## src/hw/rtl/in_position_dwell_detector_defines.svh

```systemverilog
// ----------------------------------------------------------------------------
// In-position dwell detector: assertion macros
// Concurrent check macros, compiled out for synthesis.
// ----------------------------------------------------------------------------
`ifndef IN_POSITION_DWELL_DETECTOR_DEFINES_SVH
`define IN_POSITION_DWELL_DETECTOR_DEFINES_SVH

`ifndef SYNTHESIS

// Check outside reset.
`define IPD_ASSERT(lbl, clk, rst, prop, msg) \
   lbl: assert property (@(posedge clk) disable iff (rst) (prop)) else $error(msg);

// Check at every edge, reset included.
`define IPD_ASSERT_ALWAYS(lbl, clk, prop, msg) \
   lbl: assert property (@(posedge clk) (prop)) else $error(msg);

`else

`define IPD_ASSERT(lbl, clk, rst, prop, msg)
`define IPD_ASSERT_ALWAYS(lbl, clk, prop, msg)

`endif

`endif

```

## src/hw/rtl/ipd_pkg.sv

```systemverilog
// ----------------------------------------------------------------------------
// ipd_pkg
// Types, codes and constants shared by the in-position dwell detector.
// ----------------------------------------------------------------------------
`default_nettype none

package ipd_pkg;

   localparam int unsigned COUNT_WIDTH_DEFAULT   = 16;
   localparam int unsigned FRACTION_BITS_DEFAULT = 8;

   localparam int unsigned TOL_W   = 23;
   localparam int unsigned DWELL_W = 16;
   localparam int unsigned ERR_W   = 32;
   localparam int unsigned SPEED_W = 16;
   localparam int unsigned MAG_W   = ERR_W + 1;
   localparam int unsigned STALL_W = 5;

   localparam logic [STALL_W-1:0] STALL_TICKS = 5'd20;
   localparam int unsigned STALL_Y_UNITS = 50;
   localparam int unsigned HEADING_UNITS = 1;

   // motion modes
   localparam logic [2:0] MODE_FULL   = 3'd0;
   localparam logic [2:0] MODE_STALL  = 3'd1;
   localparam logic [2:0] MODE_Y_HEAD = 3'd2;
   localparam logic [2:0] MODE_X_HEAD = 3'd3;
   localparam logic [2:0] MODE_HEAD   = 3'd4;

   // register indexes
   localparam logic [2:0] REG_MOTION_MODE      = 3'd0;
   localparam logic [2:0] REG_TOLERANCE_SELECT = 3'd1;
   localparam logic [2:0] REG_WIDE_TOLERANCE   = 3'd2;
   localparam logic [2:0] REG_NARROW_TOLERANCE = 3'd3;
   localparam logic [2:0] REG_SHORT_DWELL      = 3'd4;
   localparam logic [2:0] REG_LONG_DWELL       = 3'd5;

   localparam logic [TOL_W-1:0]   WIDE_TOL_RESET   = 23'd5120;
   localparam logic [TOL_W-1:0]   NARROW_TOL_RESET = 23'd1280;
   localparam logic [DWELL_W-1:0] SHORT_DWELL_RESET = 16'd10;
   localparam logic [DWELL_W-1:0] LONG_DWELL_RESET  = 16'd30;

   typedef struct packed {
      logic [2:0]         motion_mode;
      logic               tolerance_select;
      logic [TOL_W-1:0]   wide_tolerance;
      logic [TOL_W-1:0]   narrow_tolerance;
      logic [DWELL_W-1:0] short_dwell;
      logic [DWELL_W-1:0] long_dwell;
   } cfg_type;

   typedef struct packed {
      logic signed [SPEED_W-1:0] speed_y;
      logic signed [ERR_W-1:0]   error_heading;
      logic signed [ERR_W-1:0]   error_y;
      logic signed [ERR_W-1:0]   error_x;
   } item_type;

   typedef struct packed {
      logic zero_speed_request;
      logic stall_latched;
      logic arrived;
   } result_type;

   // exact magnitude, the most negative value included
   function automatic logic [MAG_W-1:0] magnitude(input logic [ERR_W-1:0] v);
      logic [MAG_W-1:0] ext;
      ext = {v[ERR_W-1], v};
      return v[ERR_W-1] ? (MAG_W'(0) - ext) : ext;
   endfunction

endpackage

`default_nettype wire

```

## src/hw/rtl/ipd_core.sv

```systemverilog
// ----------------------------------------------------------------------------
// ipd_core
// Tolerance checks, dwell and stall counters for one tick.
// ----------------------------------------------------------------------------
`default_nettype none

`include "in_position_dwell_detector_defines.svh"

module ipd_core #(
   parameter int unsigned COUNT_WIDTH   = ipd_pkg::COUNT_WIDTH_DEFAULT,
   parameter int unsigned FRACTION_BITS = ipd_pkg::FRACTION_BITS_DEFAULT
) (
   input  wire                  clock,
   input  wire                  reset,
   input  wire                  advance,
   input  ipd_pkg::cfg_type     cfg,
   input  ipd_pkg::item_type    item,
   output ipd_pkg::result_type  result
);
   import ipd_pkg::*;

   localparam int unsigned CMP_W = (COUNT_WIDTH > DWELL_W) ? COUNT_WIDTH : DWELL_W;
   localparam logic [MAG_W-1:0] HEAD_TOL  = MAG_W'(HEADING_UNITS) << FRACTION_BITS;
   localparam logic [MAG_W-1:0] STALL_TOL = MAG_W'(STALL_Y_UNITS) << FRACTION_BITS;

   logic [COUNT_WIDTH-1:0] dwell_count_ff, dwell_count_in;
   logic [STALL_W-1:0]     stall_count_ff, stall_count_in;
   logic                   stall_flag_ff, stall_flag_in;

   logic [MAG_W-1:0]       ax, ay, ah, tol;
   logic [DWELL_W-1:0]     target;
   logic                   x_ok, y_ok, h_ok, stall_cond, flag_mid, in_tol, tracked;
   logic [STALL_W-1:0]     stall_next;
   logic [COUNT_WIDTH-1:0] dwell_inc;
   logic                   dwell_met;

   always_comb begin
      tol    = MAG_W'(cfg.tolerance_select ? cfg.narrow_tolerance : cfg.wide_tolerance);
      target = cfg.tolerance_select ? cfg.long_dwell : cfg.short_dwell;
      ax     = magnitude(item.error_x);
      ay     = magnitude(item.error_y);
      ah     = magnitude(item.error_heading);
      x_ok   = ax <= tol;
      y_ok   = ay <= tol;
      h_ok   = ah <= HEAD_TOL;

      stall_cond = (item.speed_y == '0) && (ay <= STALL_TOL);
      if (!stall_cond) begin
         stall_next = '0;
      end else if (stall_count_ff < STALL_TICKS) begin
         stall_next = stall_count_ff + STALL_W'(1);
      end else begin
         stall_next = stall_count_ff;
      end
      flag_mid = stall_flag_ff | (stall_cond && (stall_next >= STALL_TICKS));

      tracked = 1'b1;
      unique case (cfg.motion_mode)
         MODE_FULL:   in_tol = x_ok && y_ok && h_ok;
         MODE_STALL:  in_tol = x_ok && flag_mid;
         MODE_Y_HEAD: in_tol = y_ok && h_ok;
         MODE_X_HEAD: in_tol = x_ok && h_ok;
         MODE_HEAD:   in_tol = h_ok;
         default: begin
            in_tol  = 1'b0;
            tracked = 1'b0;
         end
      endcase

      // saturate at all ones
      dwell_inc = (&dwell_count_ff) ? dwell_count_ff : dwell_count_ff + COUNT_WIDTH'(1);
      dwell_met = in_tol && (CMP_W'(dwell_inc) >= CMP_W'(target));

      dwell_count_in = dwell_count_ff;
      stall_count_in = stall_count_ff;
      stall_flag_in  = stall_flag_ff;
      result.arrived            = 1'b1;
      result.zero_speed_request = 1'b0;

      if (tracked) begin
         dwell_count_in = (in_tol && !dwell_met) ? dwell_inc : '0;
         result.arrived = dwell_met;
         if (cfg.motion_mode == MODE_STALL) begin
            stall_count_in            = stall_next;
            stall_flag_in             = flag_mid && !dwell_met;
            result.zero_speed_request = in_tol;
         end
      end
      result.stall_latched = stall_flag_in;
   end

   always_ff @(posedge clock) begin
      if (reset) begin
         dwell_count_ff <= '0;
         stall_count_ff <= '0;
         stall_flag_ff  <= 1'b0;
      end else if (advance) begin
         dwell_count_ff <= dwell_count_in;
         stall_count_ff <= stall_count_in;
         stall_flag_ff  <= stall_flag_in;
      end
   end

   `IPD_ASSERT_ALWAYS(a_reset_clear, clock,
      reset |=> (stall_count_ff == '0 && !stall_flag_ff && dwell_count_ff == '0),
      "state not cleared by reset")
   `IPD_ASSERT(a_stall_count_bound, clock, reset,
      stall_count_ff <= STALL_TICKS, "stall count beyond limit")
   `IPD_ASSERT(a_stall_state_hold, clock, reset,
      (!advance || cfg.motion_mode != MODE_STALL) |=>
         ($stable(stall_flag_ff) && $stable(stall_count_ff)),
      "stall state moved outside stall mode")
   `IPD_ASSERT(a_dwell_clear, clock, reset,
      (advance && tracked && (!in_tol || dwell_met)) |=> (dwell_count_ff == '0),
      "dwell count not cleared")

endmodule

`default_nettype wire

```

## src/hw/rtl/in_position_dwell_detector.sv

```systemverilog
// ----------------------------------------------------------------------------
// in_position_dwell_detector
// Reports arrival once the axes picked by the motion mode stay in tolerance
// for the selected dwell, with a latched stall detector for one mode.
// ----------------------------------------------------------------------------
//
//  channel | ports                      | beat contents
//  --------+----------------------------+--------------------------------------
//  req     | req_tvalid/tready/tdata    | error_x, error_y, error_heading,speed_y
//  rsp     | rsp_tvalid/tready/tdata    | arrived, stall_latched, zero_speed_req
//  csr     | csr_we/index/wdata         | register write, no read-back
//
//  One beat in and one beat out per cycle when rsp is not stalled; rsp_tvalid
//  rises once the accepted req beat has passed the input register and then
//  the result register, fed by the single-pass evaluation and counter update.
//  A stalled result register holds its beat; the input register still takes
//  one more beat, then req_tready drops until rsp drains.
//  Synchronous reset clears the counters, the stall flag, both valid bits
//  and loads the register reset values.
// ----------------------------------------------------------------------------
`default_nettype none

module in_position_dwell_detector #(
   parameter int unsigned COUNT_WIDTH   = ipd_pkg::COUNT_WIDTH_DEFAULT,
   parameter int unsigned FRACTION_BITS = ipd_pkg::FRACTION_BITS_DEFAULT
) (
   input  wire          clock,
   input  wire          reset,
   // request stream
   input  wire          req_tvalid,
   output logic         req_tready,
   input  wire  [111:0] req_tdata,   // error_x, error_y, error_heading, speed_y
   // result stream
   output logic         rsp_tvalid,
   input  wire          rsp_tready,
   output logic [7:0]   rsp_tdata,   // arrived, stall_latched, zero_speed_request, pad
   // register writes
   input  wire          csr_we,
   input  wire  [2:0]   csr_index,
   input  wire  [22:0]  csr_wdata
);
   import ipd_pkg::*;

   cfg_type    cfg_ff, cfg_in;
   item_type   item_ff;
   logic       in_valid_ff;
   result_type rsp_ff, core_result;
   logic       rsp_valid_ff;
   logic       advance;

   // Move the held beat forward when the result register is free or draining.
   assign advance    = in_valid_ff && (!rsp_valid_ff || rsp_tready);
   assign req_tready = !in_valid_ff || advance;

   // Decode register writes; drop indexes beyond the list.
   always_comb begin
      cfg_in = cfg_ff;
      if (csr_we) begin
         unique case (csr_index)
            REG_MOTION_MODE:      cfg_in.motion_mode      = csr_wdata[2:0];
            REG_TOLERANCE_SELECT: cfg_in.tolerance_select = csr_wdata[0];
            REG_WIDE_TOLERANCE:   cfg_in.wide_tolerance   = csr_wdata[TOL_W-1:0];
            REG_NARROW_TOLERANCE: cfg_in.narrow_tolerance = csr_wdata[TOL_W-1:0];
            REG_SHORT_DWELL:      cfg_in.short_dwell      = csr_wdata[DWELL_W-1:0];
            REG_LONG_DWELL:       cfg_in.long_dwell       = csr_wdata[DWELL_W-1:0];
            default:              cfg_in = cfg_ff;
         endcase
      end
   end

   always_ff @(posedge clock) begin
      if (reset) begin
         cfg_ff.motion_mode      <= MODE_FULL;
         cfg_ff.tolerance_select <= 1'b1;
         cfg_ff.wide_tolerance   <= WIDE_TOL_RESET;
         cfg_ff.narrow_tolerance <= NARROW_TOL_RESET;
         cfg_ff.short_dwell      <= SHORT_DWELL_RESET;
         cfg_ff.long_dwell       <= LONG_DWELL_RESET;
      end else begin
         cfg_ff <= cfg_in;
      end
   end

   // Input register: capture the beat, hold it until it advances.
   always_ff @(posedge clock) begin
      if (reset) begin
         in_valid_ff <= 1'b0;
      end else if (req_tready) begin
         in_valid_ff <= req_tvalid;
      end
   end

   always_ff @(posedge clock) begin
      if (req_tvalid && req_tready) begin
         item_ff <= item_type'(req_tdata);
      end
   end

   ipd_core #(
      .COUNT_WIDTH   (COUNT_WIDTH),
      .FRACTION_BITS (FRACTION_BITS)
   ) u_core (
      .clock   (clock),
      .reset   (reset),
      .advance (advance),
      .cfg     (cfg_ff),
      .item    (item_ff),
      .result  (core_result)
   );

   // Result register: load on advance, clear valid once taken.
   always_ff @(posedge clock) begin
      if (reset) begin
         rsp_valid_ff <= 1'b0;
      end else if (advance) begin
         rsp_valid_ff <= 1'b1;
      end else if (rsp_tready) begin
         rsp_valid_ff <= 1'b0;
      end
   end

   always_ff @(posedge clock) begin
      if (advance) begin
         rsp_ff <= core_result;
      end
   end

   assign rsp_tvalid = rsp_valid_ff;
   assign rsp_tdata  = {5'b0, rsp_ff};

endmodule

`default_nettype wire
```

## config.mk

```make
export PLATFORM = sky130hd
export DESIGN_NAME = in_position_dwell_detector
export DESIGN_NICKNAME = d
export VERILOG_FILES = /design/src/hw/rtl/ipd_pkg.sv /design/src/hw/rtl/ipd_core.sv /design/src/hw/rtl/in_position_dwell_detector.sv
export VERILOG_INCLUDE_DIRS = /design/src /design/src/hw/rtl
export SDC_FILE = /design/constraint.sdc
export NUM_CORES = 1
export LEC_CHECK = 0
export ABC_AREA = 1
export ABC_CLOCK_PERIOD_IN_PS = 4890
export BUFFER_PORTS_ARGS = -buffer_cell sky130_fd_sc_hd__buf_2
export CAP_MARGIN = 25
export CORE_ASPECT_RATIO = 0.5
export CORE_MARGIN = 2
export CORE_UTILIZATION = 35
export DETAILED_ROUTE_END_ITERATION = 10
export PLACE_DENSITY_LB_ADDON = 0.1
export SLEW_MARGIN = 15
export SYNTH_ARGS = -nofsm -noshare
export SYNTH_HDL_FRONTEND = slang
export SYNTH_SLANG_ARGS = --single-unit
```

## constraint.sdc

```tcl
create_clock -name clock -period 4.89 [get_ports clock]
set_clock_uncertainty 0.1 [all_clocks]
set_input_delay 0 -clock clock [delete_from_list [all_inputs] [get_ports clock]]
set_output_delay 0 -clock clock [all_outputs]
set_load 0.05 [all_outputs]
```

==> metrics.txt <==
status completed; WP data arrival 4.15 ns; sequential-to-total area share from yosys stat 41.9%; Clock Path Buffers 3; complex-gate fraction of the synthesized area 9.41%; most frequent cells in the layout nand2_1, nor2_1, inv_1; predominant post-synthesis flop cell edfxtp_1; Peak Freq 252 MHz; core area 37500 sq um; Diodes inserted 0; share of Yosys cell area claimed by the top area cell type 25.9%; met3 WL post-DR 1180 microns; Routed Antenna Nets 0; commonest non-fill, non-tap cell in the layout nand2_1; WHS Path Cells 2; Num CTS Buffers 23; final WL 35900 microns; crit start category flop; Fin. Hold Viols 0; Mean Syn Cell Area 7.54 sq um; grt ovf 0; Initial DRT Pass Iterations 5; worst path cell trace ha_1, nand2_1, nor3_1, inv_1, nor2_1, inv_1, nor2_1, nand2_1, nor2_1, nor3_1, nand2_1, xnor2_1, ha_1, nand2_1, inv_1, o21ai_0, a21oi_1, a2111oi_0, o31ai_1, a31oi_1, buf_4, inv_1, nand2_1, nand2_1; VDD IR max 0.236 mV; Worst-path clk slew 0.07 ns; Post-synth ARST share 0%; setup violators final 0; largest net degree at the start of global routing 102; Worst-Margin Slew 0.836 ns; Hold Slack 0.0618 ns; max-slew violation count 0; Design Power 4.48 mW; IO Pins 153; clock sinks 221; Tcrit/Tclk final 81.1%; WL met1 18500 microns; Highest Signal Layer met4; EDFF count, synth 115; GPL Wtd Cong 0.864; Crit. End Element flop; most area-consuming cells after synthesis edfxtp_1, dfxtp_1, nand2_1; met2 wire len 15600 microns; FP Rows 50; post-synthesis xor/xnor area fraction 2.76%; Worst EP required 5.07 ns; initial antenna violation count 0; clock root cell clkbuf_16; Final min period 3.97 ns; HPWL Detailed 26400 microns; number of global-route vias before repair 11100; post-synthesis cell count 1766; area share of fa/ha/maj cells after synthesis 6.30%; Die Wd 280 microns; synth warn 0; Crit Path Max Fanout 17; post-synthesis mux area share 1.28%; Initial Util 35.5%; cts repair resizes 0; Worst path slowest cell dfxtp_1; Yosys reg bits 221; Worst Path Class, Setup flop to flop; worst hold start req_tdata[107]; r2r setup slk 0.92 ns; Slew HR 43.7%; Mapped Area 13300 sq um; largest family of logic cells by synthesized area simple AND/OR/NAND/NOR gates; H-tree Lvls 1; Die Ht 142 microns; die area 39700 sq um; most area-hungry cell type in the Yosys netlist edfxtp_1; final setup TNS 0 ns; FF-to-FF Start u_core.dwell_count_ff[1]$_SDFFE_PP0P_; Crit path top cell by count nand2_1; first-pass GRT wire length 58300 microns; 1st-iter DRT viols 707; Post-Route Utilization 44.7%; drt wl/cell 14.0 microns; worst reg2reg path depth 24; Synth Area in Simple Gates 31.2%; clock latency on the worst-skew pair 0.54 ns; RSZ-0062 raised after global routing false; CTS tree done; GRT Overall Usage 18.2%; RR Endpoint rsp_tdata[0]$_SDFFCE_PP1P_; maxcap violations 0; HP Class input pin to flop; final net count 2262; Max stage delay on crit path 0.38 ns; synth unique cells 51; static leakage 7.57 nW; layout cells sized above 1 13.0%; Power Density 267 nW/um^2; Worst Hold Path EP item_ff[107]$_DFFE_PP_; number of port buffers 147; DR vias/cell 4.68; Area growth syn-to-layout 25.7%; # DRC 0; vias 12000
## what timing repair did
| item | 4_1_cts | 5_1_grt |
|---|---|---|
| endpoints found under the hold margin | 223 | 0 |
| hold buffers | 151 | 0 |
| setup buffers | 0 | 0 |
| setup endpoints to repair | 0 | 0 |
## logic make-up (layout without fill, tap and decap cells)
family                     after synthesis  after routing
DFF                                    221            221
other                                    1              5
xor gates and xnor gates                42             42
and+or+nand+nor                        943            943
buffers and inverters                  239            537
muxes                                   17             17
AOI/OAI and AO/OA                      236            236
adders and majority gates               67             67
## power breakdown
part / switching (mW) / internal [mW]
clock network: 0.747 / 0.918
registers: 0.0617 / 2.04
logic: 0.407 / 0.300
total: 1.22 / 3.26
## per-layer routing
metal,GRT usage [%],vias up
met1,26.1,5373
met4,3.43,0
met2,29.0,167
met5,0,-
met3,2.77,33
li1,-,6418
## worst max-delay path, delay by kind of cell, from the launching register on
kind	cells	cell delay (ns)
buffers and inverters	5	0.55
adder cells (fa/ha/maj)	2	0.47
AO/OA/AOI/OAI	5	0.77
flip-flops	1	0.38
AND/OR/NAND/NOR	11	1.30
XOR/XNOR	1	0.15
## worst max path at each step
stage                                          startpoint  cells past startpoint  slack (ns)                           endpoint
detailed placement                   item_ff[2]$_DFFE_PP_                     24        0.96             rsp_tdata[1]$_DFFE_PP_
finish              u_core.dwell_count_ff[1]$_SDFFE_PP0P_                     24        0.92         rsp_tdata[0]$_SDFFCE_PP1P_
global placement                     item_ff[2]$_DFFE_PP_                     24        0.96             rsp_tdata[1]$_DFFE_PP_
CTS                                  item_ff[2]$_DFFE_PP_                     24        0.92             rsp_tdata[1]$_DFFE_PP_
global route        u_core.dwell_count_ff[0]$_SDFFE_PP0P_                     25        0.29  u_core.stall_flag_ff$_SDFFE_PP0P_
floorplan                         rsp_tvalid$_SDFFE_PP0P_                      3         1.0               item_ff[0]$_DFFE_PP_
## sequential cells by signal, indices dropped and copies added, names as in the netlist
| name | flops |
|---|---|
| in_valid_ff | 1 |
| rsp_tdata | 3 |
| item_ff | 112 |
| u_core.stall_flag_ff | 1 |
| u_core.dwell_count_ff | 16 |
| rsp_tvalid | 1 |
| cfg_ff | 82 |
| u_core.stall_count_ff | 5 |
## synthesized netlist by cell type, types with 3 or more instances
cell type  number
a211oi_1        3
a21oi_1        83
buf_1           3
buf_2           8
buf_4           8
clkbuf_1       31
dfxtp_1       106
edfxtp_1      115
ha_1           67
inv_1         172
inv_2          14
mux2i_1        17
nand2_1       418
nand2_2        16
nand2_4         5
nand3_1       117
nand3_2         5
nand3b_1        8
nand4_1        49
nor2_1        267
nor2_2         14
nor2_4          8
nor3_1         21
nor4_1          4
o21a_1          3
o21ai_0       127
o21ai_2         3
o21bai_1        4
o31ai_1         3
xnor2_1        14
xor2_1         28
## metrics by stage
step                      instances  setup WS (ns)  instance area, sq um
after floorplan                1770           1.00                 13300
after detailed placement       2370          0.956                 14500
final                          2562          0.923                 16700
after CTS                      2562          0.920                 16700
after global placement         2369          0.961                 14500
after global routing           2562          0.291                 16700
## area by class of cell
cell class | count | area (sq um)
Clock buffer | 32 | 641
Timing Repair Buffer | 309 | 2350
Sequential cell | 221 | 5580
Multi-Input combinational cell | 1310 | 6800
Fill cell | 3850 | 20700
Inverter | 187 | 704
Clock inverter | 9 | 55.1
Tap cell | 494 | 618
Power figures use the tool's default switching activity.
